**src/rtl/fptm_pkg.sv**
```systemverilog
// Shared types, codes and constants for the four-level page table mapper.
// No dependencies; imported by every module under rtl/.
package fptm_pkg;

   localparam int POOL_PAGES_DEF    = 64;
   localparam int ENTRIES_PER_TABLE = 512;
   localparam int IDX_W             = 9;
   localparam int PAGE_SHIFT        = 12;
   localparam int PA_W              = 52;
   localparam int VA_W              = 48;
   localparam int VPN_W             = VA_W - PAGE_SHIFT;
   localparam int FLAG_W            = 12;
   localparam int PAGES_W           = 7;
   localparam int CSR_IDX_W         = 1;

   localparam logic [PAGES_W-1:0] POOL_PAGES_RESET = 7'd64;

   // entry bits
   localparam logic [PA_W-1:0] PTE_PRESENT     = 52'h1;
   localparam logic [PA_W-1:0] PTE_TABLE_FLAGS = 52'h7;  // present | write | user

   localparam logic REQ_MAP   = 1'b0;
   localparam logic REQ_UNMAP = 1'b1;

   localparam logic [1:0] STATUS_OK         = 2'd0;
   localparam logic [1:0] STATUS_NO_PAGES   = 2'd1;
   localparam logic [1:0] STATUS_NOT_MAPPED = 2'd2;

   localparam logic [CSR_IDX_W-1:0] CSR_POOL_BASE  = 1'b0;
   localparam logic [CSR_IDX_W-1:0] CSR_POOL_PAGES = 1'b1;

   typedef enum logic {
      UNIT_ADD,
      UNIT_SUB
   } unit_op_type;

   typedef enum logic [2:0] {
      ST_CLEAR,
      ST_IDLE,
      ST_READ,
      ST_EVAL,
      ST_CHECK,
      ST_ALLOC,
      ST_LEAF,
      ST_RESP
   } walk_state_type;

   // status in the low bits
   typedef struct packed {
      logic [1:0] tables_made;
      logic       invalidate;
      logic [1:0] status;
   } result_type;

endpackage

```
**src/rtl/fptm_addr_unit.sv**
```systemverilog
// Shared 52-bit add/subtract unit with registered result.
// Depends on fptm_pkg for widths and op codes.
module fptm_addr_unit
   import fptm_pkg::*;
(
   input  logic            clock,
   input  unit_op_type     op,
   input  logic [PA_W-1:0] a,
   input  logic [PA_W-1:0] b,
   output logic [PA_W-1:0] result
);

   logic [PA_W-1:0] result_ff;
   logic [PA_W-1:0] result_in;

   always_comb begin
      case (op)
         UNIT_ADD: result_in = a + b;
         default:  result_in = a - b;
      endcase
   end

   always_ff @(posedge clock) begin
      result_ff <= result_in;
   end

   assign result = result_ff;

endmodule

```
**config.mk**
```make
export PLATFORM = sky130hd
export DESIGN_NAME = fptm_addr_unit
export DESIGN_NICKNAME = d
export VERILOG_FILES = /design/src/rtl/fptm_pkg.sv /design/src/rtl/fptm_addr_unit.sv
export SDC_FILE = /design/constraint.sdc
export NUM_CORES = 1
export LEC_CHECK = 0
export BUFFER_PORTS_ARGS = -buffer_cell sky130_fd_sc_hd__buf_2
export CAP_MARGIN = 20
export CORE_MARGIN = 2
export CORE_UTILIZATION = 53
export CTS_BUF_LIST = sky130_fd_sc_hd__clkbuf_16
export CTS_CLUSTER_DIAMETER = 30
export DETAILED_ROUTE_END_ITERATION = 12
export GPL_TIMING_DRIVEN = 0
export PLACE_DENSITY = 0.82
export SYNTH_ARGS = -nofsm -noshare
export SYNTH_HDL_FRONTEND = slang
export SYNTH_SLANG_ARGS = --single-unit
```
**constraint.sdc**
```tcl
create_clock -name clock -period 4.7 [get_ports clock]
set_clock_uncertainty 0.05 [all_clocks]
set_input_delay 0.47 -clock clock [delete_from_list [all_inputs] [get_ports clock]]
set_output_delay 0.47 -clock clock [all_outputs]
set_load 0.1 [all_outputs]
```
Word level (Yosys, flattened, before mapping)
Index checks and enable logic that the tools add are counted.
{"block": "op_classes", "add_sub_neg": 2, "multipliers": 0, "n_div": 0, "magnitude_cmp": 0, "n_eq_ne": 0, "n_shift": 0, "muxes": 1, "bitwise": 0, "n_reduce_logical": 0}
{"operator": "adder 52 bit", "n": 1}
{"operator": "2-to-1 mux 52 bit", "n": 1}
{"operator": "subtractor 52 bit", "n": 1}
{"block": "word_totals", "regBits": 52, "latch_bits": 0, "ram_bits": 0, "mem_bits_ro": 0, "input_bits": 106, "output_inout_bits": 52, "wordCells": 4, "mem_count": 0}

Logic depth before layout (Yosys ltp)
Gate-level depths: netlist (run 1).
{"block": "logic_depth", "ltp_word": 2, "mapped_depth": 18, "depth_no_buf": 17}

Least setup slack after synthesis (run 1)
Ideal clock, no wire load.
{"block": "synth_path", "path_type": "input to register", "start": "in b[19]", "end": "reg result_ff[43], in the netlist result[43]", "setup_ns": 0.072, "arrival_time_ns": 3.738, "t_required_ns": 4.578, "path_slack_ns": 0.839, "cell_stages": 16, "n_path_buf": 1, "path_cell_list": "or4_4 > nor4_2 > nor2b_1 > a21o_1 > o21ai_0 > xnor2_1 > ha_1 > buf_2 > a21oi_1 > o21ai_0 > nor4_1 > nand3_1 > a311oi_2 > o21ai_1 > a31oi_1 > xnor2_1"}
{"block": "synth_between", "elab_chain_len": 2, "word_cells_on_any_way": 3, "classes_between": "add/sub (2); mux (1)"}
{"element": "start, declared", "line": "fptm_addr_unit.sv:9", "source": "input logic [PA_W-1:0] b,"}
{"element": "adder 52 bit / subtractor 52 bit (equally long branches)", "line": "fptm_addr_unit.sv:18, fptm_addr_unit.sv:19"}
{"element": "2-to-1 mux 52 bit *", "line": "fptm_addr_unit.sv:17", "source": "case (op)"}
{"element": "net result_in[43]", "line": "fptm_addr_unit.sv:14", "source": "logic [PA_W-1:0] result_in;"}
{"element": "end signal, assigned", "line": "fptm_addr_unit.sv:24", "source": "result_ff <= result_in;"}
{"element": "end, declared", "line": "fptm_addr_unit.sv:13", "source": "logic [PA_W-1:0] result_ff;"}
Mark *: on every way through the listed nets, which the timed path passes. The rest lies on a longest branch.

Worst setup path in the final report (run 1)
{"block": "layout_path", "start": "in b[9]", "end": "reg result_ff[44], in the netlist result[44]"}
The elaborated chain is that of the path after synthesis.

==> summary.md, run 1 <==
## Timing
- post-route fraction of the period consumed by the critical path: 94.4%
- max-slew headroom at the worst pin: 48.1%
- slew at the pin closest to its max-slew limit: 0.773 ns
- number of endpoints with negative hold slack in the final report: 0
- post-route setup TNS: 0 ns
- setup repair after global routing missed its margin: false
- pins over their slew limit: 0
- setup ws final: 0.261 ns
- count of final setup violators: 0
- maximum achievable frequency: 0.225 GHz
- post-layout minimum cycle time: 4.44 ns

## Synth
- most frequently used flop master after synthesis: dfxtp_1
- synthesis warning total: 0
- post-synthesis cell area: 5290 µm²
- mean cell area of the mapped netlist: 7.80 µm²
- number of instances in the synthesized netlist: 678
- Synth cell types: 74
- proportion of synthesized flip-flops having asynchronous set or reset: 0%
- share of the yosys chip area belonging to registers: 19.7%
- flip-flop and latch count after synthesis: 52
- net count of the mapped netlist: 837
- count of flip-flops with a built-in enable after synthesis: 0

## Setup path
- Critical Path, Cell by Cell: buf_2 -> nor4_4 -> nand4_1 -> nor3_4 -> a21o_1 -> o21ai_1 -> nor2_1 -> xor2_1 -> ha_1 -> a21oi_1 -> o21ai_0 -> a21oi_1 -> nor2_1 -> a311oi_1 -> a21oi_1 -> a311oi_1
- crit path max fanout: 6
- element type at the critical path start: primary input
- most used cell along the critical path: a21oi_1
- element type at the critical path end: flop
- number of buffer and inverter instances along the worst setup path: 1
- Crit-path slowest cell: a311oi_1
- biggest cell delay along the critical path: 0.65 ns
- Worst Path Required: 4.86 ns
- worst setup path class: primary input to flop
- arrival time worst endpoint: 4.60 ns
- CP top delay family: compound AO/OA/AOI/OAI gates

## CTS
- clock buffer count from CTS: 5
- buffers from clock root to sink, at most: 2
- Root Buffer Master: clkbuf_16
- # clock sinks: 52
- Max H-tree Level: 2
- TritonCTS clock tree: yes
- Clk pin slew, worst setup/hold paths: 0.07 ns
- count of hold-fix buffers inserted at cts: 0

## Die
- Std-Cell Core Area: 9730 µm²
- vertical extent of the die: 104 µm
- floorplan die width: 104 µm
- starting density of the core: 54.3%
- row count: 36
- die outline area: 10800 µm²
- IO Pins: 158

## Detailed routing
- router iterations before antenna repair: 5
- DRC violation count after routing: 0
- number of DRC markers after the initial detailed-route iteration: 411
- antenna-violating nets left: 0
- Via-to-Cell Ratio: 5.96
- routed wire length: 16400 µm
- vias: 5824
- routed len/inst: 16.8 µm

## GRT
- gr usage total: 29.6%
- largest net degree at the start of global routing: 15
- antenna violations before repair: 1
- wire length of the first global-routing pass: 26300 µm
- grt ovf: 0
- vias in the first global route: 5587

## Finish
- final layout net count: 1003
- max reg flops: 52
- core occupancy in the finished layout: 66.1%
- Layout Area Growth over Synthesis: 21.7%
- proportion of layout cells with a drive suffix above 1: 24.1%
- count of antenna diodes in the layout: 0
- Layout fillers: 886
- Multi-input gate area: 4070 µm²
- Seq. cell area: 1040 µm²

## Hold path
- min-delay worst type: primary input to flop
- worst hold path cell count: 2
- Hold EP: result[1]
- Hold Crit Start: a[1]

## Placed design
- count of port buffers added during placement: 157
- routability cong.: 0.952
- Post-Place Worst Slack: -0.245 ns
- half-perimeter wire length after detailed placement: 13500 µm

## Power and ir drop
- power per cell area: 481 nW/µm²
- share of power burned in the clock network: 11.4%
- Internal Pwr Total: 1230 µW
- largest voltage drop on the vdd net: 362 µV
- Comb power frac: 68.4%
- share of total power in sequential cells: 20.2%
- net switching power of the design: 1860 µW
- switching fraction of total power: 60.1%
- Leak Pwr: 0.00298 µW

## Run
- Max Cap Viol: 0

## Status
- outcome: finished clean

-- per-stage QoR --
step	total power (µW)	instance area (µm²)	hold slack, ns	std cells
2_1_floorplan	2370	5290	0.587	678
3_3_place_gp	2710	6240	0.719	968
3_5_place_dp	2730	6240	0.728	968
4_1_cts	3090	6370	0.409	976
5_1_grt	3230	6430	0.413	978
6_report	3100	6430	0.412	978
-- cells in the mapped netlist (4+ instances only) --
| library cell | count | share of area (%) |
|---|---|---|
| and3_1 | 4 | 0.47 |
| nor4_1 | 4 | 0.47 |
| a21o_1 | 29 | 4.1 |
| ha_1 | 52 | 12 |
| o21ai_1 | 7 | 0.66 |
| o21ai_0 | 28 | 2.7 |
| buf_2 | 7 | 0.66 |
| nand4_1 | 15 | 1.8 |
| and2_1 | 4 | 0.47 |
| xnor2_1 | 75 | 12 |
| nor2_1 | 68 | 4.8 |
| o21bai_1 | 9 | 1.3 |
| o21a_1 | 7 | 0.99 |
| clkbuf_1 | 13 | 0.92 |
| a31oi_1 | 10 | 1.2 |
| inv_1 | 28 | 2.0 |
| o211ai_1 | 6 | 0.85 |
| nor3_1 | 21 | 2.0 |
| dfxtp_1 | 52 | 20 |
| nand3_1 | 14 | 1.3 |
| a221oi_1 | 4 | 0.66 |
| a21oi_1 | 84 | 8.0 |
| xor2_1 | 22 | 3.6 |
| o31ai_1 | 4 | 0.57 |
| nand2_1 | 43 | 3.1 |
-- cells in the final DEF, fill, tap and decap left out, types with 28 or more instances in the layout --
cell / count
inv_1: 30
buf_2: 164
o21ai_0: 28
dfxtp_1: 52
nor2_1: 68
a21o_1: 29
a21oi_1: 84
nand2_1: 43
xnor2_1: 75
ha_1: 52
-- power groups by stage --
| stage | Clock (µW) | Combinational, µW | Sequential, µW |
|---|---|---|---|
| 4_1_cts | 364 | 2100 | 625 |
| 5_1_grt | 382 | 2210 | 639 |
| 3_5_place_dp | 0 | 2090 | 634 |
| 2_1_floorplan | 0 | 605 | 1760 |
| 6_report | 354 | 2120 | 624 |
| 3_3_place_gp | 0 | 2080 | 631 |
-- layer usage --
metal	part of all wire (%)	vias to the layer above	track usage, %
met5	0.067	-	0
met4	2.7	2	9.94
li1	-	2790	-
met3	7.5	46	5.01
met2	47	309	50.2
met1	43	2677	38.2
-- layout make-up --
cell class              count  area share, %
multi-input cells         575           63.3
plain buffers              22           1.61
clock inverters             3          0.175
well taps                 133           2.59
inverters                  28           1.63
flip-flops and latches     52           16.2
repair buffers            160           12.6
clock buffers               5           1.94
-- worst max path at each step --
stage	depth (start not counted)	slack, ns	startpoint	endpoint
2_1_floorplan	16	0.84	b[19]	result[43]
4_1_cts	16	0.04	b[9]	result[43]
5_1_grt	16	0.01	b[9]	result[43]
6_report	16	0.26	b[9]	result[44]
3_3_place_gp	16	-0.16	b[9]	result[43]
3_5_place_dp	16	-0.25	b[9]	result[43]
-- what timing repair did --
action                     4_1_cts  5_1_grt
resized for setup                0        5
setup endpoints to repair        0       12
setup buffers                    0        3
hold endpoints to repair         0        0
-- cells by family (layout without fill, tap and decap cells) --
| family | after synthesis | count (layout) | synth area share (%) |
|---|---|---|---|
| multiplexers | 2 | 2 | 0.379 |
| flip-flops | 52 | 52 | 19.7 |
| XOR/XNOR | 98 | 98 | 16.4 |
| AO/OA/AOI/OAI | 216 | 216 | 26.4 |
| buffers and inverters | 51 | 218 | 4.02 |
| adder cells (fa/ha/maj) | 53 | 53 | 12.7 |
| AND/OR/NAND/NOR | 206 | 206 | 20.4 |
(Power assumes the default switching activity.)
==> run 2, diff against run 1 <==
- CORE_UTILIZATION: 53 -> 57
- PLACE_DENSITY: 0.82 -> 0.87
- clock period: 4.7 -> 5.7 ns (I/O delays scaled with it)
==> run 2 against run 1 <==
Power down 18%. Sequential power fell by 17%. Final cell count decreased by 2.5%. Sequential cell count unchanged. Via count shrank 1.7%. Design area is 1.3% lower. Die area shrank 6.8%. Critical endpoint is now result[43]. Largest cell class unchanged. Highest routed layer is now met4.
==> summary.md, run 2 (synthesis gave the netlist of run 1 again) <==
## Setup path
- Worst Path Required: 5.87 ns, +1.01 ns
- Critical Path, Cell by Cell: buf_2 -> nor4_2 -> nand4_1 -> nor3_2 -> a21o_1 -> o21ai_0 -> xnor2_1 -> ha_1 -> a21oi_1 -> o21ai_0 -> nor4_1 -> nand3_1 -> a311oi_2 -> o21ai_1 -> a31oi_1 -> xnor2_1
- arrival time worst endpoint: 5.08 ns, +0.48 ns
- worst setup path class: primary input to flop
- number of buffer and inverter instances along the worst setup path: 1, unchanged
- Critical Path Stages: 16, unchanged
- biggest cell delay along the critical path: 0.55 ns, -0.10 ns
- element type at the critical path start: primary input
- crit path max fanout: 6, unchanged
- Crit-path slowest cell: nor4_2
- element type at the critical path end: flop
- CP top delay family: compound AO/OA/AOI/OAI gates

## Power and ir drop
- largest voltage drop on the vdd net: 324 µV, -11%
- power per cell area: 402 nW/µm², -16%
- net switching power of the design: 1540 µW, -17%
- share of power burned in the clock network: 11.5%, about the same
- Internal Pwr Total: 1020 µW, -18%
- switching fraction of total power: 60.2%, +0.079 points
- Leak Pwr: 0.00295 µW, -1.0%
- share of total power in sequential cells: 20.2%, about the same
- Comb power frac: 68.2%, -0.2 points

## Die
- IO Pins: 158, unchanged
- Std-Cell Core Area: 9110 µm², -6.4%
- starting density of the core: 58.0%, +3.7 points
- row count: 35, -2.8%
- floorplan die width: 100 µm, -3.4%
- vertical extent of the die: 100 µm, -3.4%
- die outline area: 10100 µm², -6.8%

## Timing
- maximum achievable frequency: 0.204 GHz
- slew at the pin closest to its max-slew limit: 0.602 ns, -0.171 ns
- setup repair after global routing missed its margin: false
- pins over their slew limit: 0, unchanged
- number of endpoints with negative hold slack in the final report: 0, unchanged
- post-layout minimum cycle time: 4.91 ns
- post-route fraction of the period consumed by the critical path: 86.1%
- max-slew headroom at the worst pin: 59.6%, +11 points
- post-route setup TNS: 0 ns, unchanged
- count of final setup violators: 0, unchanged

## GRT
- gr usage total: 31.3%, +1.7 points
- vias in the first global route: 5423, -2.9%
- wire length of the first global-routing pass: 25400 µm, -3.6%
- antenna violations before repair: 0, -1
- grt ovf: 0, unchanged
- largest net degree at the start of global routing: 15, unchanged

## CTS
- count of hold-fix buffers inserted at cts: 0, unchanged
- Clk pin slew, worst setup/hold paths: 0.07 ns, about the same
- Max H-tree Level: 2, unchanged
- buffers from clock root to sink, at most: 2, unchanged
- # clock sinks: 52, unchanged
- TritonCTS clock tree: yes
- post-cts repair resize count: 0, unchanged
- Root Buffer Master: clkbuf_16
- Post-CTS Setup Repair Bufs: 0, unchanged
- clock buffer count from CTS: 5, unchanged

## Detailed routing
- number of DRC markers after the initial detailed-route iteration: 310, -25%
- DRC violation count after routing: 0, unchanged
- routed len/inst: 17.0 µm, +1.3%
- antenna-violating nets left: 0, unchanged
- Via-to-Cell Ratio: 6.00, +0.74%
- vias: 5723, -1.7%
- routed wire length: 16200 µm, -1.2%
- router iterations before antenna repair: 5, unchanged

## Finish
- proportion of layout cells with a drive suffix above 1: 23.7%, -0.42 points
- final standard cell count with taps included and fillers excluded: 954, -2.5%
- max reg flops: 52, unchanged
- Seq. cell area: 1040 µm², unchanged
- leading cell types in the layout, fill and taps excluded: buf_2 (164), a21oi_1 (84), xnor2_1 (75)
- Layout Area Growth over Synthesis: 20.1%
- final layout net count: 1001, -0.20%
- count of antenna diodes in the layout: 0, unchanged
- Layout fillers: 773, -13%
- most common cell after layout, fill and taps aside: buf_2
- Multi-input gate area: 4030 µm², -0.98%

## Status
- outcome: finished clean

## Placed design
- routability cong.: 0.956, +0.35%
- placed insts: 946, -2.3%
- count of port buffers added during placement: 157, unchanged
- half-perimeter wire length after detailed placement: 13500 µm, -0.40%

## Hold path
- worst hold path cell count: 2, unchanged
- min-delay worst type: primary input to flop

## Run
- Max Cap Viol: 0, unchanged

[run 2: path summary, 6_finish.rpt]
path    endpoint  start  slack [ns]
max   result[43]   b[9]        0.79
min    result[1]   a[1]        0.54
[run 2: per-stage QoR]
step	power, µW	utilization, %	hold WS [ns]	setup WS [ns]	area (µm²)
2_1_floorplan	1950	-	0.687	1.74	5290
5_1_grt	2660	69.7	0.538	0.583	6350
3_3_place_gp	2240	68.2	0.815	0.716	6210
4_1_cts	2550	69.7	0.533	0.971	6350
6_report	2550	69.7	0.536	0.791	6350
3_5_place_dp	2250	68.2	0.832	0.685	6210
[run 2: power groups by stage]
stage | Clock, µW | Sequential, µW | Combinational (µW)
floorplan | 0 | 1450 | 499
CTS | 303 | 518 | 1730
global route | 312 | 528 | 1820
global placement | 0 | 521 | 1720
finish | 295 | 517 | 1740
detailed placement | 0 | 525 | 1730
[run 2: per-layer routing]
| layer | vias up | part of all wire (%) | track usage [%] |
|---|---|---|---|
| met5 | - | 0 | 0 |
| met4 | 0 | 2.9 | 10.4 |
| met3 | 39 | 8.0 | 3.97 |
| met2 | 278 | 46 | 52.7 |
| met1 | 2626 | 43 | 41.5 |
| li1 | 2780 | - | - |
[run 2: final cells by class]
class | count | share of cell area [%]
multi-input cells | 575 | 63.5
flip-flops and latches | 52 | 16.4
repair buffers | 157 | 12.4
well taps | 111 | 2.19
clock buffers | 5 | 1.97
plain buffers | 23 | 1.70
inverters | 28 | 1.66
clock inverters | 3 | 0.177
