File: src/rtl/fptm_pkg.sv
// Shared types, codes and constants for the four-level page table mapper.
// No dependencies; imported by every module under rtl/.
package fptm_pkg;

   localparam int POOL_PAGES_DEF    = 64;
   localparam int ENTRIES_PER_TABLE = 512;
   localparam int IDX_W             = 9;
   localparam int PAGE_SHIFT        = 12;
   localparam int PA_W              = 52;
   localparam int VA_W              = 48;
   localparam int VPN_W             = VA_W - PAGE_SHIFT;
   localparam int FLAG_W            = 12;
   localparam int PAGES_W           = 7;
   localparam int CSR_IDX_W         = 1;

   localparam logic [PAGES_W-1:0] POOL_PAGES_RESET = 7'd64;

   // entry bits
   localparam logic [PA_W-1:0] PTE_PRESENT     = 52'h1;
   localparam logic [PA_W-1:0] PTE_TABLE_FLAGS = 52'h7;  // present | write | user

   localparam logic REQ_MAP   = 1'b0;
   localparam logic REQ_UNMAP = 1'b1;

   localparam logic [1:0] STATUS_OK         = 2'd0;
   localparam logic [1:0] STATUS_NO_PAGES   = 2'd1;
   localparam logic [1:0] STATUS_NOT_MAPPED = 2'd2;

   localparam logic [CSR_IDX_W-1:0] CSR_POOL_BASE  = 1'b0;
   localparam logic [CSR_IDX_W-1:0] CSR_POOL_PAGES = 1'b1;

   typedef enum logic {
      UNIT_ADD,
      UNIT_SUB
   } unit_op_type;

   typedef enum logic [2:0] {
      ST_CLEAR,
      ST_IDLE,
      ST_READ,
      ST_EVAL,
      ST_CHECK,
      ST_ALLOC,
      ST_LEAF,
      ST_RESP
   } walk_state_type;

   // status in the low bits
   typedef struct packed {
      logic [1:0] tables_made;
      logic       invalidate;
      logic [1:0] status;
   } result_type;

endpackage

File: src/rtl/fptm_walker.sv
// Walk sequencer: clears the store, walks four levels, allocates tables.
// Depends on fptm_pkg; drives fptm_table_ram and fptm_addr_unit ports.
module fptm_walker
   import fptm_pkg::*;
#(
   parameter int POOL_PAGES = POOL_PAGES_DEF,
   parameter int AW         = $clog2(POOL_PAGES) + IDX_W
) (
   input  logic               clock,
   input  logic               reset,
   input  logic               req_valid,
   output logic               req_ready,
   input  logic               req_kind,
   input  logic [VA_W-1:0]    req_va,
   input  logic [PA_W-1:0]    req_pa,
   input  logic [FLAG_W-1:0]  req_flags,
   input  logic [PA_W-1:0]    pool_base,
   input  logic [PAGES_W-1:0] pool_pages,
   output logic               res_valid,
   input  logic               res_ready,
   output result_type         res,
   output logic               ram_we,
   output logic [AW-1:0]      ram_waddr,
   output logic [PA_W-1:0]    ram_wdata,
   output logic [AW-1:0]      ram_raddr,
   input  logic [PA_W-1:0]    ram_rdata,
   output unit_op_type        unit_op,
   output logic [PA_W-1:0]    unit_a,
   output logic [PA_W-1:0]    unit_b,
   input  logic [PA_W-1:0]    unit_res
);

   localparam int PW    = $clog2(POOL_PAGES);
   localparam int NPW   = $clog2(POOL_PAGES + 1);
   localparam int CW    = (NPW > PAGES_W) ? NPW : PAGES_W;
   localparam int DEPTH = POOL_PAGES * ENTRIES_PER_TABLE;
   localparam int OFF_W = PA_W - PAGE_SHIFT;

   walk_state_type   state_ff, state_in;
   logic [1:0]       lvl_ff, lvl_in;
   logic [PW-1:0]    page_ff, page_in;
   logic [NPW-1:0]   next_page_ff, next_page_in;
   logic [1:0]       made_ff, made_in;
   logic [1:0]       status_ff, status_in;
   logic             inval_ff, inval_in;
   logic             kind_ff, kind_in;
   logic [VPN_W-1:0] vpn_ff, vpn_in;
   logic [PA_W-1:0]  leaf_ff, leaf_in;
   logic [AW-1:0]    clear_ff, clear_in;

   logic [IDX_W-1:0] idx;
   logic [AW-1:0]    slot_addr;
   logic [PA_W-1:0]  base_addr;
   logic             pool_full;
   logic             off_bad;

   always_comb begin
      case (lvl_ff)
         2'd0:    idx = vpn_ff[3*IDX_W +: IDX_W];  // va[47:39]
         2'd1:    idx = vpn_ff[2*IDX_W +: IDX_W];  // va[38:30]
         2'd2:    idx = vpn_ff[IDX_W +: IDX_W];    // va[29:21]
         default: idx = vpn_ff[0 +: IDX_W];        // va[20:12]
      endcase
   end

   assign slot_addr = {page_ff, idx};
   assign base_addr = {pool_base[PA_W-1:PAGE_SHIFT], {PAGE_SHIFT{1'b0}}};
   assign pool_full = (CW'(next_page_ff) >= CW'(pool_pages))
                   || (next_page_ff >= NPW'(POOL_PAGES));
   assign off_bad   = unit_res[PA_W-1:PAGE_SHIFT] >= OFF_W'(POOL_PAGES);

   assign res = '{tables_made: made_ff, invalidate: inval_ff, status: status_ff};

   always_ff @(posedge clock) begin
      if (reset) begin
         state_ff     <= ST_CLEAR;
         clear_ff     <= '0;
         next_page_ff <= NPW'(1);
      end else begin
         state_ff     <= state_in;
         clear_ff     <= clear_in;
         next_page_ff <= next_page_in;
      end
      lvl_ff    <= lvl_in;
      page_ff   <= page_in;
      made_ff   <= made_in;
      status_ff <= status_in;
      inval_ff  <= inval_in;
      kind_ff   <= kind_in;
      vpn_ff    <= vpn_in;
      leaf_ff   <= leaf_in;
   end

   always_comb begin
      state_in     = state_ff;
      lvl_in       = lvl_ff;
      page_in      = page_ff;
      next_page_in = next_page_ff;
      made_in      = made_ff;
      status_in    = status_ff;
      inval_in     = inval_ff;
      kind_in      = kind_ff;
      vpn_in       = vpn_ff;
      leaf_in      = leaf_ff;
      clear_in     = clear_ff;
      req_ready    = 1'b0;
      res_valid    = 1'b0;
      ram_we       = 1'b0;
      ram_waddr    = slot_addr;
      ram_wdata    = '0;
      ram_raddr    = slot_addr;
      unit_op      = UNIT_SUB;
      unit_a       = {ram_rdata[PA_W-1:PAGE_SHIFT], {PAGE_SHIFT{1'b0}}};
      unit_b       = base_addr;

      unique case (state_ff)
         ST_CLEAR: begin
            ram_we    = 1'b1;
            ram_waddr = clear_ff;
            clear_in  = clear_ff + AW'(1);
            if (clear_ff == AW'(DEPTH - 1)) begin
               state_in = ST_IDLE;
            end
         end
         ST_IDLE: begin
            req_ready = 1'b1;
            if (req_valid) begin
               kind_in   = req_kind;
               vpn_in    = req_va[VA_W-1:PAGE_SHIFT];
               leaf_in   = {req_pa[PA_W-1:PAGE_SHIFT], req_flags};
               lvl_in    = 2'd0;
               page_in   = '0;
               made_in   = 2'd0;
               status_in = STATUS_OK;
               inval_in  = 1'b0;
               state_in  = ST_READ;
            end
         end
         ST_READ: begin
            state_in = ST_EVAL;
         end
         ST_EVAL: begin
            if (lvl_ff == 2'd3) begin
               // unmap leaf
               if ((ram_rdata & PTE_PRESENT) != '0) begin
                  ram_we   = 1'b1;
                  inval_in = 1'b1;
               end else begin
                  status_in = STATUS_NOT_MAPPED;
               end
               state_in = ST_RESP;
            end else if ((ram_rdata & PTE_PRESENT) != '0) begin
               state_in = ST_CHECK;
            end else if (kind_ff == REQ_UNMAP) begin
               status_in = STATUS_NOT_MAPPED;
               state_in  = ST_RESP;
            end else if (pool_full) begin
               status_in = STATUS_NO_PAGES;
               state_in  = ST_RESP;
            end else begin
               unit_op  = UNIT_ADD;
               unit_a   = base_addr;
               unit_b   = {{(OFF_W - PW){1'b0}}, next_page_ff[PW-1:0],
                           {PAGE_SHIFT{1'b0}}};
               state_in = ST_ALLOC;
            end
         end
         ST_CHECK: begin
            if (off_bad) begin
               status_in = (kind_ff == REQ_MAP) ? STATUS_NO_PAGES : STATUS_NOT_MAPPED;
               state_in  = ST_RESP;
            end else begin
               page_in  = unit_res[PAGE_SHIFT +: PW];
               lvl_in   = lvl_ff + 2'd1;
               state_in = (lvl_ff == 2'd2 && kind_ff == REQ_MAP) ? ST_LEAF : ST_READ;
            end
         end
         ST_ALLOC: begin
            ram_we       = 1'b1;
            ram_wdata    = unit_res | PTE_TABLE_FLAGS;
            page_in      = next_page_ff[PW-1:0];
            next_page_in = next_page_ff + NPW'(1);
            made_in      = made_ff + 2'd1;
            lvl_in       = lvl_ff + 2'd1;
            state_in     = (lvl_ff == 2'd2) ? ST_LEAF : ST_READ;
         end
         ST_LEAF: begin
            ram_we    = 1'b1;
            ram_wdata = leaf_ff;
            state_in  = ST_RESP;
         end
         ST_RESP: begin
            res_valid = 1'b1;
            if (res_ready) begin
               state_in = ST_IDLE;
            end
         end
         default: begin
            state_in = ST_IDLE;
         end
      endcase
   end

endmodule

File: config.mk
export PLATFORM = sky130hd
export DESIGN_NAME = fptm_walker
export DESIGN_NICKNAME = d
export VERILOG_FILES = /design/src/rtl/fptm_pkg.sv /design/src/rtl/fptm_walker.sv
export SDC_FILE = /design/constraint.sdc
export NUM_CORES = 1
export LEC_CHECK = 0
export BUFFER_PORTS_ARGS = -buffer_cell sky130_fd_sc_hd__buf_2
export CAP_MARGIN = 20
export CORE_AREA = 2 2 182 184
export DETAILED_ROUTE_END_ITERATION = 6
export DIE_AREA = 0 0 184 186
export GPL_ROUTABILITY_DRIVEN = 1
export HOLD_SLACK_MARGIN = 0.15
export PLACE_DENSITY_LB_ADDON = 0.15
export SLEW_MARGIN = 20
export SYNTH_ARGS = -nofsm -noshare
export SYNTH_HDL_FRONTEND = slang
export SYNTH_SLANG_ARGS = --single-unit
File: constraint.sdc
create_clock -name clock -period 7.9 [get_ports clock]
set_input_delay 1.58 -clock clock [delete_from_list [all_inputs] [get_ports clock]]
set_output_delay 1.58 -clock clock [all_outputs]
set_load 0.03 [all_outputs]
-- Yosys cells after proc, flatten, opt, wreduce, memory -nomap -nowiden
Index checks and enable logic that the tools add are counted.
- add/sub/neg operators: 4
- magnitude comparators: 3
- reduce and logical (&&, ||, !) cells: 15
- bitwise logic cells: 1
- equality and inequality tests: 20
- muxes and demuxes: 53
- operators with widths (operator ; count):
    2-to-1 mux 52 bit ; 10
    one-hot mux 52 bit (2 select lines) ; 1
    greater-or-equal comparator 40 x 7 -> 1 bit, second input constant ; 1
    one-hot mux 9 bit (3 select lines) ; 1
    2-to-1 mux 2 bit ; 13
    one-hot mux 3 bit (8 select lines) ; 1
    2-to-1 mux 3 bit ; 6
    one-hot mux 6 bit (3 select lines) ; 1
    inequality test 2 bit, second input constant ; 8
    adder 15 x 1 -> 15 bit, second input constant ; 1
    equality test 15 bit, second input constant ; 1
    2-to-1 mux 15 bit ; 1
    equality test 3 bit, second input constant ; 4
    2-to-1 mux 1 bit ; 12
    2-to-1 mux 6 bit ; 2
    one-hot mux 2 bit (3 select lines) ; 2
    adder 7 x 1 -> 7 bit, second input constant ; 1
    greater-or-equal comparator 7 bit ; 1
    greater-or-equal comparator 7 bit, second input constant ; 1
    equality test 3 x 2 -> 1 bit, second input constant ; 2
    AND reduction 3 bit ; 2
    nonzero test 3 bit ; 2
    AND reduction 5 bit ; 1
    adder 2 x 1 -> 2 bit, second input constant ; 2
    15 further kinds ; 19
- logic and storage cells: 107
- output and inout bits: 195
- register bits after elaboration: 127

-- Logic depth before layout (Yosys ltp)
Gate-level depths: netlist of run 1.
- depth in word-level cells: 7
- mapped depth: 8

-- Least setup slack after synthesis of run 1
Ideal clock, no wire load.
- kind: input to output
- start point: in pool_pages[5]
- end point: out unit_b[42]
- buffers on the path: 1
- path slack: 3004 ps
- arrival time: 3316 ps
- stages: 7
- path through: inv_1 > ha_1 > nand4_1 > o311a_1 > nand3b_4 > clkbuf_1 > and2_1
- longest elaborated chain between the ends: 7
- ends and longest elaborated chain (item ; RTL line ; text):
    start: declaration ; fptm_walker.sv:18 ; input logic [PAGES_W-1:0] pool_pages,
    greater-or-equal comparator 7 bit ; fptm_walker.sv:68 ; assign pool_full = (CW'(next_page_ff) >= CW'(pool_pages))
    logical OR 1 bit ; fptm_walker.sv:69 ; || (next_page_ff >= NPW'(POOL_PAGES));
    2-to-1 mux 52 bit ; fptm_walker.sv:157 ; end else if (pool_full) begin
    2-to-1 mux 52 bit ; fptm_walker.sv:154 ; end else if (kind_ff == REQ_UNMAP) begin
    2-to-1 mux 52 bit ; fptm_walker.sv:152 ; end else if ((ram_rdata & PTE_PRESENT) != '0) begin
    2-to-1 mux 52 bit ; fptm_walker.sv:143 ; if (lvl_ff == 2'd3) begin
    2-to-1 mux 52 bit ; fptm_walker.sv:116 ; unique case (state_ff)
    end: declaration ; fptm_walker.sv:29 ; output logic [PA_W-1:0] unit_b,
No other way between the ends.

-- Final worst setup path of run 1
- start point: in pool_pages[0]
- end point: out unit_a[49]
- longest elaborated chain between the ends: 7
- ends and longest elaborated chain (item ; RTL line ; text):
    greater-or-equal comparator 7 bit ; fptm_walker.sv:68 ;
    logical OR 1 bit ; fptm_walker.sv:69 ;
    2-to-1 mux 52 bit ; fptm_walker.sv:157 ;
    2-to-1 mux 52 bit ; fptm_walker.sv:154 ;
    2-to-1 mux 52 bit ; fptm_walker.sv:152 ;
    2-to-1 mux 52 bit ; fptm_walker.sv:143 ;
    2-to-1 mux 52 bit ; fptm_walker.sv:116 ;
    end: declaration ; fptm_walker.sv:28 ; output logic [PA_W-1:0] unit_a,
No other way between the ends.

==> impl_metrics.json, run 1 <==
{
  "status": "finished clean",
  "die_x_um": 184,
  "synth_xor_area_frac": 0.0197,
  "worstPathRequired_ns": 6.32,
  "end_kind": "output pin",
  "synth_area_mm2": 0.00667,
  "insertion_delay_ns": 0.43,
  "synth_top_area_cell": "edfxtp_1",
  "cts_made_buffers": 17,
  "worstPathMaxFanout": 81,
  "yosys.area_share.adder": 0.0244,
  "firstDrtPassIters": 6,
  "synth_area_leaders": "edfxtp_1 46%, mux2_2 10%, dfxtp_1 7.5%, a22o_1 6.4%, and2_1 3.4%",
  "dp_hpwl_mm": 20.3,
  "clk_pin_slew_ns": 0.06,
  "final.setup.worst_slack_ns": 2.07,
  "cts.sinks": 127,
  "hold_path_class": "reg2reg",
  "wire_per_inst_um": 18.9,
  "worst_pin_slew_ns": 0.940,
  "antenna_found_initial": 5,
  "cts-root-buf": "clkbuf_16",
  "ioPinCount": 475,
  "initial_core_util": 0.207,
  "grt_usage": 0.144,
  "hold_buffers": 0,
  "htreeDepth": 4,
  "slew_viol_final": 0,
  "synthCells": 550,
  "synth_top_area_share": 0.459,
  "cts_tree": "done",
  "ys_async_sr_fraction": 0,
  "nets": 1233,
  "drive_gt1_frac": 0.529,
  "max_freq_mhz": 172,
  "antenna_left": 0,
  "syn_avg_cell_area_um2": 12.1,
  "peakVddDrop_mv": 0.137,
  "finalSetupViolations": 0,
  "ys_dominant_reg_cell": "edfxtp_1",
  "cp-start-kind": "input port",
  "synth_common_cells": "102 x edfxtp_1, 59 x mux2_2, 49 x a22o_1",
  "cp.arrival_ns": 4.25,
  "dp_slack_ns": 2.02,
  "clockBufferDepth": 2,
  "drc": 0,
  "yosysMostFrequentCell": "edfxtp_1",
  "vias_per_cell": 4.32,
  "fp.dieH_um": 186,
  "hold_depth": 2,
  "cts_resized": 0,
  "synth_edf_count": 102,
  "first_global_vias": 5689,
  "rows": 66,
  "synth-simple-area-share": 0.120,
  "p_leak_nw": 4.32,
  "setup_tns_ns": 0,
  "fin_worst_skew_ns": 0.00653,
  "layout_min_cycle_time_ns": 5.83,
  "finalCritPeriodShare": 0.738,
  "grt_pass1_wl_mm": 35.7,
  "critPathKind": "in2out",
  "die_area_mm2": 0.0342,
  "post_cts.repair.setup_buffers": 0,
  "place_inst": 1328,
  "finalHoldViolations": 0,
  "drt_iter0_drc": 235,
  "portBuffers": 400,
  "gr-total-overflow": 0,
  "yosys_warnings": 0,
  "core_area_mm2": 0.0322,
  "cap_viol_max_count": 0,
  "synth_top_family_by_area": "multiplexers",
  "syn_to_final_growth_pct": 43.6,
  "reg2reg_depth": 4,
  "synth-compound-area-share": 0.110,
  "stdcell_count": 1362,
  "slew_headroom": 0.373,
  "vias": 5887,
  "synth-seq-cells": 127,
  "grt_max_degree": 82,
  "num-fill-cells": 3427,
  "gp_congestion": 0.733,
  "p_per_area_mw_per_mm2": 178,
  "yosys-mux-area-fraction": 0.127,
  "rsz0062_at_grt": "no",
  "yosysSeqAreaShare": 0.534,
  "ys_types": 49,
  "routed_wirelength_mm": 25.7
}
-- layer usage --
layer / part of all wire / global-route usage / up-vias / routed length [µm]
met5: 0.0016 / 0 / - / 41
li1: - / - / 2803 / -
met2: 0.53 / 0.266 / 283 / 13500
met4: 0.014 / 0.0432 / 6 / 357
met1: 0.37 / 0.156 / 2769 / 9500
met3: 0.088 / 0.0473 / 26 / 2260
-- power by group --
group	switching [mW]	internal [mW]	leakage, nW
clock	0.327	0.474	0.281
combinational	0.112	0.0727	2.92
sequential	0.00203	0.721	1.12
total	0.441	1.27	4.32
-- final cells by class --
cell class	instances	area (µm²)	area share
timing repair buffer	404	2040	0.213
sequential	127	3560	0.372
antenna	1	2.50	0.000261
inverter	23	86.3	0.00902
clock inverter	15	174	0.0182
multi-input combinational	367	2770	0.290
tap	408	510	0.0533
clock buffer	17	425	0.0444
-- critical path, stage by stage --
cell and delay, ns:
buf_2 0.10, ha_1 0.27, nand2b_1 0.14, a211oi_1 0.27
o311a_1 0.32, nand3b_4 0.70, mux2_1 0.63, buf_2 0.19
-- cell families after synthesis --
family,after synthesis
muxes,77
xor gates and xnor gates,15
AOI/OAI and AO/OA,94
adders and majority gates,13
other,1
buffers and inverters,79
and+or+nand+nor,144
DFF,127
-- final timing paths --
path                                     from           end  slack, ns
worst max-delay path            pool_pages[0]    unit_a[49]       2.07
worst min-delay path             clear_ff[13]  clear_ff[13]       0.50
worst max register to register    state_ff[0]    vpn_ff[24]       5.11
worst min register to register   clear_ff[13]  clear_ff[13]       0.50
-- state kept, by name, summed over array words and instances (netlist names) --
| name | flops |
|---|---|
| state_ff | 3 |
| kind_ff | 1 |
| clear_ff | 15 |
| page_ff | 6 |
| made_ff | 2 |
| lvl_ff | 2 |
| next_page_ff | 7 |
| vpn_ff | 36 |
| status_ff | 2 |
| inval_ff | 1 |
| leaf_ff | 52 |
-- per-stage QoR --
stage	utilization	cell area [µm²]	power, mW	hold slack, ns
2_1_floorplan	-	6750	0.837	0.468
3_3_place_gp	0.278	8960	0.924	0.495
3_5_place_dp	0.278	8960	0.926	0.501
4_1_cts	0.297	9560	1.75	0.512
5_1_grt	0.297	9570	1.78	0.545
6_report	0.297	9580	1.71	0.503
-- placed cells by master (no fill, tap or decap), types with 2 or more instances in the layout --
master / count
nand2_1: 20
mux2i_1: 16
clkinvlp_4: 4
or3_1: 6
xor2_1: 6
mux2_1: 2
bufinv_16: 2
nor3_1: 3
and3_1: 3
nor4_1: 7
and2_1: 35
conb_1: 24
buf_4: 3
clkinv_4: 2
inv_6: 5
nand3_1: 11
inv_1: 22
and4_1: 5
o21ai_0: 10
nor2_1: 31
edfxtp_1: 102
clkbuf_16: 17
a222oi_1: 9
a22o_1: 49
o22ai_1: 2
a21oi_1: 14
nand4_1: 5
nand2b_1: 5
o311a_1: 2
dfxtp_1: 25
mux2_2: 59
nor2b_1: 3
a211o_1: 2
xnor2_1: 9
buf_2: 400
inv_8: 2
ha_1: 13
Power figures use the tool's default switching activity.
==> inputs of run 2 (changes only) <==
--- a/config.mk
+++ b/config.mk
@@ -7,9 +7,9 @@
 export LEC_CHECK = 0
 export BUFFER_PORTS_ARGS = -buffer_cell sky130_fd_sc_hd__buf_2
 export CAP_MARGIN = 20
-export CORE_AREA = 2 2 182 184
+export CORE_AREA = 2 2 183 185
 export DETAILED_ROUTE_END_ITERATION = 6
-export DIE_AREA = 0 0 184 186
+export DIE_AREA = 0 0 185 187
 export GPL_ROUTABILITY_DRIVEN = 1
 export HOLD_SLACK_MARGIN = 0.15
 export PLACE_DENSITY_LB_ADDON = 0.15
==> constraint.sdc (replaced) <==
create_clock -name clock -period 5.8 [get_ports clock]
set_input_delay 1.16 -clock clock [delete_from_list [all_inputs] [get_ports clock]]
set_output_delay 1.16 -clock clock [all_outputs]
set_load 0.03 [all_outputs]
==> run 2 against run 1 <==
Compared with the run above: the run now ends with design-rule violations left; hold slack improved by 0.0022 ns; global-route usage is 0.71 points higher; clock skew up 0.0015 ns; combinational power rose by 38%; critical path depth up 2; register-to-register slack got worse by 2.1 ns; total power rose by 39%; core utilization decreased by 0.38 points.
==> impl_metrics.json, run 2 (synthesis results as in run 1) <==
{
  "cap_viol_max_count": 0,
  "insertion_delay_ns": 0.43,
  "portBuffers": 400,
  "wl_met1_mm": 9.90,
  "fin_worst_skew_ns": 0.00804,
  "cts_made_buffers": 17,
  "finalSetupViolations": 0,
  "stdcell_count": 1402,
  "crit_slowest_cell": "nand3b_4",
  "ioPinCount": 475,
  "die_area_mm2": 0.0346,
  "wire_per_inst_um": 19.2,
  "reg.largest.list": "leaf_ff: 52 flops, vpn_ff: 36 flops, clear_ff: 15 flops",
  "cts-root-buf": "clkbuf_16",
  "end_kind": "output pin",
  "hold_path_class": "reg2reg",
  "rows": 67,
  "grt_pass1_wl_mm": 37.8,
  "syn_to_final_growth_pct": 44.7,
  "failed_checks": "design-rule violations",
  "clk_pin_slew_ns": 0.06,
  "setup_tns_ns": 0,
  "cp_common_cell": "buf_2",
  "slew_viol_final": 0,
  "post_cts.repair.setup_buffers": 0,
  "first_global_vias": 5951,
  "grt_max_degree": 64,
  "routed-wl-met2_mm": 14.6,
  "max_freq_mhz": 204,
  "vias": 5897,
  "p_leak_nw": 4.34,
  "place_inst": 1370,
  "finalCritPeriodShare": 0.846,
  "drt_iter0_drc": 216,
  "worst_pin_slew_ns": 0.881,
  "layout_min_cycle_time_ns": 4.91,
  "rsz0062_at_grt": "no",
  "nets": 1234,
  "initial_core_util": 0.203,
  "p_per_area_mw_per_mm2": 246,
  "dp_hpwl_mm": 21.5,
  "placed_area_mm2": 0.00904,
  "path_delay_family": "compound AO/OA/AOI/OAI gates",
  "die_x_um": 185,
  "slew_headroom": 0.412,
  "num-fill-cells": 3518,
  "drive_gt1_frac": 0.528,
  "cts.sinks": 127,
  "antenna_left": 0,
  "drc": 1,
  "worstPathMaxFanout": 51,
  "routed_wirelength_mm": 27.0,
  "cts_resized": 0,
  "largest_reg_flops": 52,
  "design_area_mm2": 0.00965,
  "cp.arrival_ns": 3.75,
  "path_cells": "buf_2 -> inv_1 -> ha_1 -> a211o_1 -> o211ai_1 -> o311a_1 -> nand3b_4 -> buf_12 -> mux2_2 -> buf_2",
  "cpPeakStageDelay_ns": 0.51,
  "dp_slack_ns": 0.905,
  "antennaDiodeCount": 0,
  "cp-start-kind": "input port",
  "peakVddDrop_mv": 0.178,
  "top_register": "leaf_ff",
  "vias_per_cell": 4.21,
  "gr-total-overflow": 0,
  "wl_met3_mm": 2.05,
  "status": "finished with violations",
  "path_buf_inv": 4,
  "worstPathRequired_ns": 4.64,
  "final.setup.worst_slack_ns": 0.891,
  "antenna_found_initial": 3,
  "htreeDepth": 4,
  "top_layer": "met5",
  "multi_input_area_mm2": 0.00277,
  "gp_congestion": 0.751,
  "cts_tree": "done",
  "clockBufferDepth": 2,
  "final-seq-area_mm2": 0.00356,
  "finalHoldViolations": 0,
  "firstDrtPassIters": 7,
  "hold_buffers": 0,
  "grt_usage": 0.151,
  "mostFrequentLayoutCells": "400 x buf_2, 102 x edfxtp_1, 59 x mux2_2, 49 x a22o_1, 35 x and2_1",
  "mostFrequentLayoutCell": "buf_2",
  "fp.dieH_um": 187,
  "core_area_mm2": 0.0329,
  "critPathKind": "in2out",
  "fin_util": 0.294
}
-- run 2: worst register-to-register path: cells and delay by family, from the launching register on --
family | cells | cell delay (ns)
AND/OR/NAND/NOR | 3 | 1.07
flip-flops | 1 | 0.84
buffers and inverters | 1 | 0.53
-- run 2: power by group --
part           internal, mW  leakage [nW]  total, mW  switching [mW]
Combinational        0.0992          2.93      0.256           0.157
Sequential            0.983          1.12      0.985         0.00236
Clock                 0.684         0.290       1.13           0.443
Total                  1.77          4.34       2.37           0.603
-- run 2: per-layer routing --
metal | vias to the layer above | global-route usage
li1 | 2801 | -
met1 | 2778 | 0.154
met2 | 289 | 0.295
met3 | 25 | 0.0438
met4 | 4 | 0.0379
met5 | - | 0
-- run 2: final timing paths --
check / slack [ns] / to / from / depth (start not counted)
max: 0.89 / unit_a[22] / pool_pages[4] / 10
min: 0.51 / clear_ff[13] / clear_ff[13] / 2
max reg2reg: 3.01 / leaf_ff[13] / state_ff[0] / 4
min reg2reg: 0.51 / clear_ff[13] / clear_ff[13] / 2
-- run 2: metrics by stage --
stage	power, mW	hold slack, ns
finish	2.37	0.505
global route	2.45	0.554
CTS	2.41	0.506
detailed placement	1.26	0.495
global placement	1.26	0.490
floorplan	1.14	0.468
-- run 2: final cells by class --
| cell class | instances | share of cell area |
|---|---|---|
| Clock buffer | 18 | 0.0445 |
| Inverter | 23 | 0.00895 |
| Multi-Input combinational cell | 367 | 0.288 |
| Sequential cell | 127 | 0.369 |
| Clock inverter | 14 | 0.0188 |
| Tap cell | 448 | 0.0581 |
| Timing Repair Buffer | 405 | 0.213 |
==> inputs of run 3 (changes only) <==
--- a/config.mk
+++ b/config.mk
@@ -5,11 +5,12 @@
 export SDC_FILE = /design/constraint.sdc
 export NUM_CORES = 1
 export LEC_CHECK = 0
+export ABC_AREA = 1
 export BUFFER_PORTS_ARGS = -buffer_cell sky130_fd_sc_hd__buf_2
 export CAP_MARGIN = 20
-export CORE_AREA = 2 2 183 185
+export CORE_AREA = 2 2 185 187
 export DETAILED_ROUTE_END_ITERATION = 6
-export DIE_AREA = 0 0 185 187
+export DIE_AREA = 0 0 187 189
 export GPL_ROUTABILITY_DRIVEN = 1
 export HOLD_SLACK_MARGIN = 0.15
 export PLACE_DENSITY_LB_ADDON = 0.15
==> constraint.sdc (replaced) <==
create_clock -name clock -period 4.4 [get_ports clock]
set_input_delay 0.88 -clock clock [delete_from_list [all_inputs] [get_ports clock]]
set_output_delay 0.88 -clock clock [all_outputs]
set_load 0.03 [all_outputs]
==> run 3 against run 2 <==
Compared with the run above: the run now ends clean; sequential cell count unchanged; first-iteration DRC count increased by 13%; cell area increased by 2.8%; sequential share of layout area decreased by 0.99 points; global-route usage increased by 0.26 points; highest routed layer unchanged.
==> impl_metrics.json, run 3 <==
{
  "reg2reg_to": "next_page_ff[6]",
  "power_switching_uw": 781,
  "ioPinCount": 475,
  "ys_types": 39,
  "fin_hold_ws_ns": 0.482,
  "status": "finished clean",
  "worst_pin_slew_ns": 0.757,
  "drt_iter0_drc": 244,
  "layout_min_cycle_time_ns": 3.84,
  "end_kind": "output pin",
  "synth_area_mm2": 0.00695,
  "reg2reg_depth": 7,
  "yosysMostFrequentCell": "nand2_1",
  "gp_congestion": 0.893,
  "cts_resized": 0,
  "finalCritPeriodShare": 0.873,
  "setup_tns_ns": 0,
  "path_delay_family": "buffers and inverters",
  "nets": 1514,
  "synth_common_cells": "204 x nand2_1, 151 x inv_1, 102 x edfxtp_1",
  "stdcell_count": 1686,
  "yosysSeqAreaShare": 0.513,
  "finalHoldViolations": 0,
  "die_area_mm2": 0.0353,
  "slew_headroom": 0.493,
  "htreeDepth": 4,
  "syn_avg_cell_area_um2": 8.35,
  "cts_made_buffers": 17,
  "synth_area_leaders": "edfxtp_1 44%, nand2_1 11%, inv_1 8.2%, dfxtp_1 7.2%, o21ai_0 5.3%",
  "antenna_found_initial": 7,
  "synth-seq-cells": 127,
  "final.setup.worst_slack_ns": 0.557,
  "routed_wirelength_mm": 27.8,
  "rsz0062_at_grt": "no",
  "hold_buffers": 0,
  "hold_depth": 2,
  "grt_pass1_wl_mm": 40.3,
  "finalSetupViolations": 0,
  "cp_common_cell": "nand2_1",
  "gr-total-overflow": 0,
  "path_cells": "buf_2 -> inv_1 -> ha_1 -> a21oi_1 -> nand2_1 -> nand2_1 -> nand2_1 -> nand2_1 -> nand2_1 -> inv_1 -> nand3_4 -> buf_12 -> o21ai_1 -> buf_2",
  "synth_top_area_cell": "edfxtp_1",
  "internal-power_mw": 2.27,
  "rr_startpoint": "state_ff[2]",
  "fp.dieH_um": 189,
  "largest_reg_flops": 52,
  "core_area_mm2": 0.0333,
  "rows": 67,
  "top_register": "leaf_ff",
  "portBuffers": 400,
  "die_x_um": 187,
  "yosys_warnings": 0,
  "cts_tree": "done",
  "reg.largest.list": "leaf_ff: 52 flops, vpn_ff: 36 flops, clear_ff: 15 flops",
  "mostFrequentLayoutCells": "400 x buf_2, 204 x nand2_1, 151 x inv_1, 102 x edfxtp_1, 74 x o21ai_0",
  "drive_gt1_frac": 0.376,
  "vias_per_cell": 4.01,
  "synthCells": 832,
  "cts-root-buf": "clkbuf_16",
  "mostFrequentLayoutCell": "buf_2",
  "synth_edf_count": 102,
  "p_per_area_mw_per_mm2": 308,
  "crit_slowest_cell": "buf_12",
  "p_leak_nw": 5.04,
  "p_seq_frac": 0.425,
  "clockBufferDepth": 2,
  "vias": 6757,
  "cp.arrival_ns": 2.96,
  "grt_max_degree": 90,
  "power_mw": 3.05,
  "r2r_slack_ns": 2.06,
  "fin_worst_skew_ns": 0.00634,
  "cp-start-kind": "input port",
  "firstDrtPassIters": 4,
  "cts.sinks": 127,
  "initial_core_util": 0.209,
  "synth_top_area_share": 0.441,
  "dp_slack_ns": 0.495,
  "path_buf_inv": 5,
  "pwr-share-clk": 0.461,
  "ys_dominant_reg_cell": "edfxtp_1",
  "critPathKind": "in2out",
  "syn_to_final_growth_pct": 42.7,
  "hold_path_class": "reg2reg",
  "worstPathRequired_ns": 3.52,
  "p_sw_frac": 0.256,
  "max_freq_mhz": 260,
  "holdPathEnd": "clear_ff[11]",
  "cap_viol_max_count": 0,
  "drc": 0,
  "hp-start": "clear_ff[10]",
  "first_global_vias": 6615,
  "cpPeakStageDelay_ns": 0.31,
  "post_cts.repair.setup_buffers": 0,
  "wire_per_inst_um": 16.5,
  "place_inst": 1650,
  "peakVddDrop_mv": 0.241,
  "grt_usage": 0.154,
  "slew_viol_final": 0,
  "insertion_delay_ns": 0.43,
  "antenna_left": 0,
  "ys_async_sr_fraction": 0,
  "clk_pin_slew_ns": 0.06,
  "combPwrFrac": 0.114,
  "dp_hpwl_mm": 22.4,
  "worstPathMaxFanout": 67
}
==> run 3: logic make-up (layout without fill, tap and decap cells) <==
logic type | after synthesis | after routing | share of synthesized area
compound gates | 181 | 181 | 0.149
other cells | 1 | 28 | 0.000540
xor+xnor | 1 | 1 | 0.00126
flops | 127 | 127 | 0.513
fa+ha+maj | 13 | 13 | 0.0234
simple gates | 283 | 283 | 0.170
buf+inv | 226 | 605 | 0.143
==> run 3: layout make-up <==
cell class | count | area [µm²]
clock buffers | 21 | 483
multi-input cells | 502 | 2490
repair buffers | 407 | 2080
fillers | 3695 | 23400
well taps | 448 | 561
diodes | 4 | 10.0
clock inverters | 11 | 105
inverters | 166 | 623
flip-flops and latches | 127 | 3560
==> run 3: worst max path at each step <==
| stage | slack, ns | cells past startpoint | startpoint | endpoint |
|---|---|---|---|---|
| 2_1_floorplan | 0.44 | 5 | state_ff[2] | kind_ff |
| 3_3_place_gp | 0.54 | 14 | pool_pages[2] | unit_a[19] |
| 3_5_place_dp | 0.49 | 13 | pool_pages[2] | unit_a[21] |
| 4_1_cts | 0.49 | 14 | next_page_ff[0] | unit_a[21] |
| 5_1_grt | 0.28 | 15 | next_page_ff[0] | unit_a[24] |
| 6_report | 0.56 | 14 | pool_pages[2] | unit_a[32] |
==> run 3: through the flow <==
step	utilization	area (µm²)
floorplan	-	7040
global placement	0.280	9320
detailed placement	0.280	9320
CTS	0.298	9900
global route	0.298	9910
finish	0.298	9910
==> run 3: worst reg2reg max path: cells and delay by family (launching register included) <==
| kind | cells | cell delay [ns] |
|---|---|---|
| buf+inv | 1 | 0.49 |
| flops | 1 | 0.54 |
| simple gates | 6 | 1.20 |
==> run 3: routing by layer <==
metal | GRT usage | share of wire | vias up
met5 | 0 | 0.00097 | -
met4 | 0.0388 | 0.011 | 4
met3 | 0.0449 | 0.072 | 20
met2 | 0.295 | 0.54 | 273
met1 | 0.164 | 0.38 | 3022
li1 | - | - | 3438
==> run 3: power by group through the flow <==
stage / clock, mW / sequential [mW] / combinational [mW]
3_5_place_dp: 0 / 1.32 / 0.354
3_3_place_gp: 0 / 1.32 / 0.352
4_1_cts: 1.46 / 1.30 / 0.355
6_report: 1.41 / 1.30 / 0.348
2_1_floorplan: 0 / 1.32 / 0.192
5_1_grt: 1.50 / 1.30 / 0.380
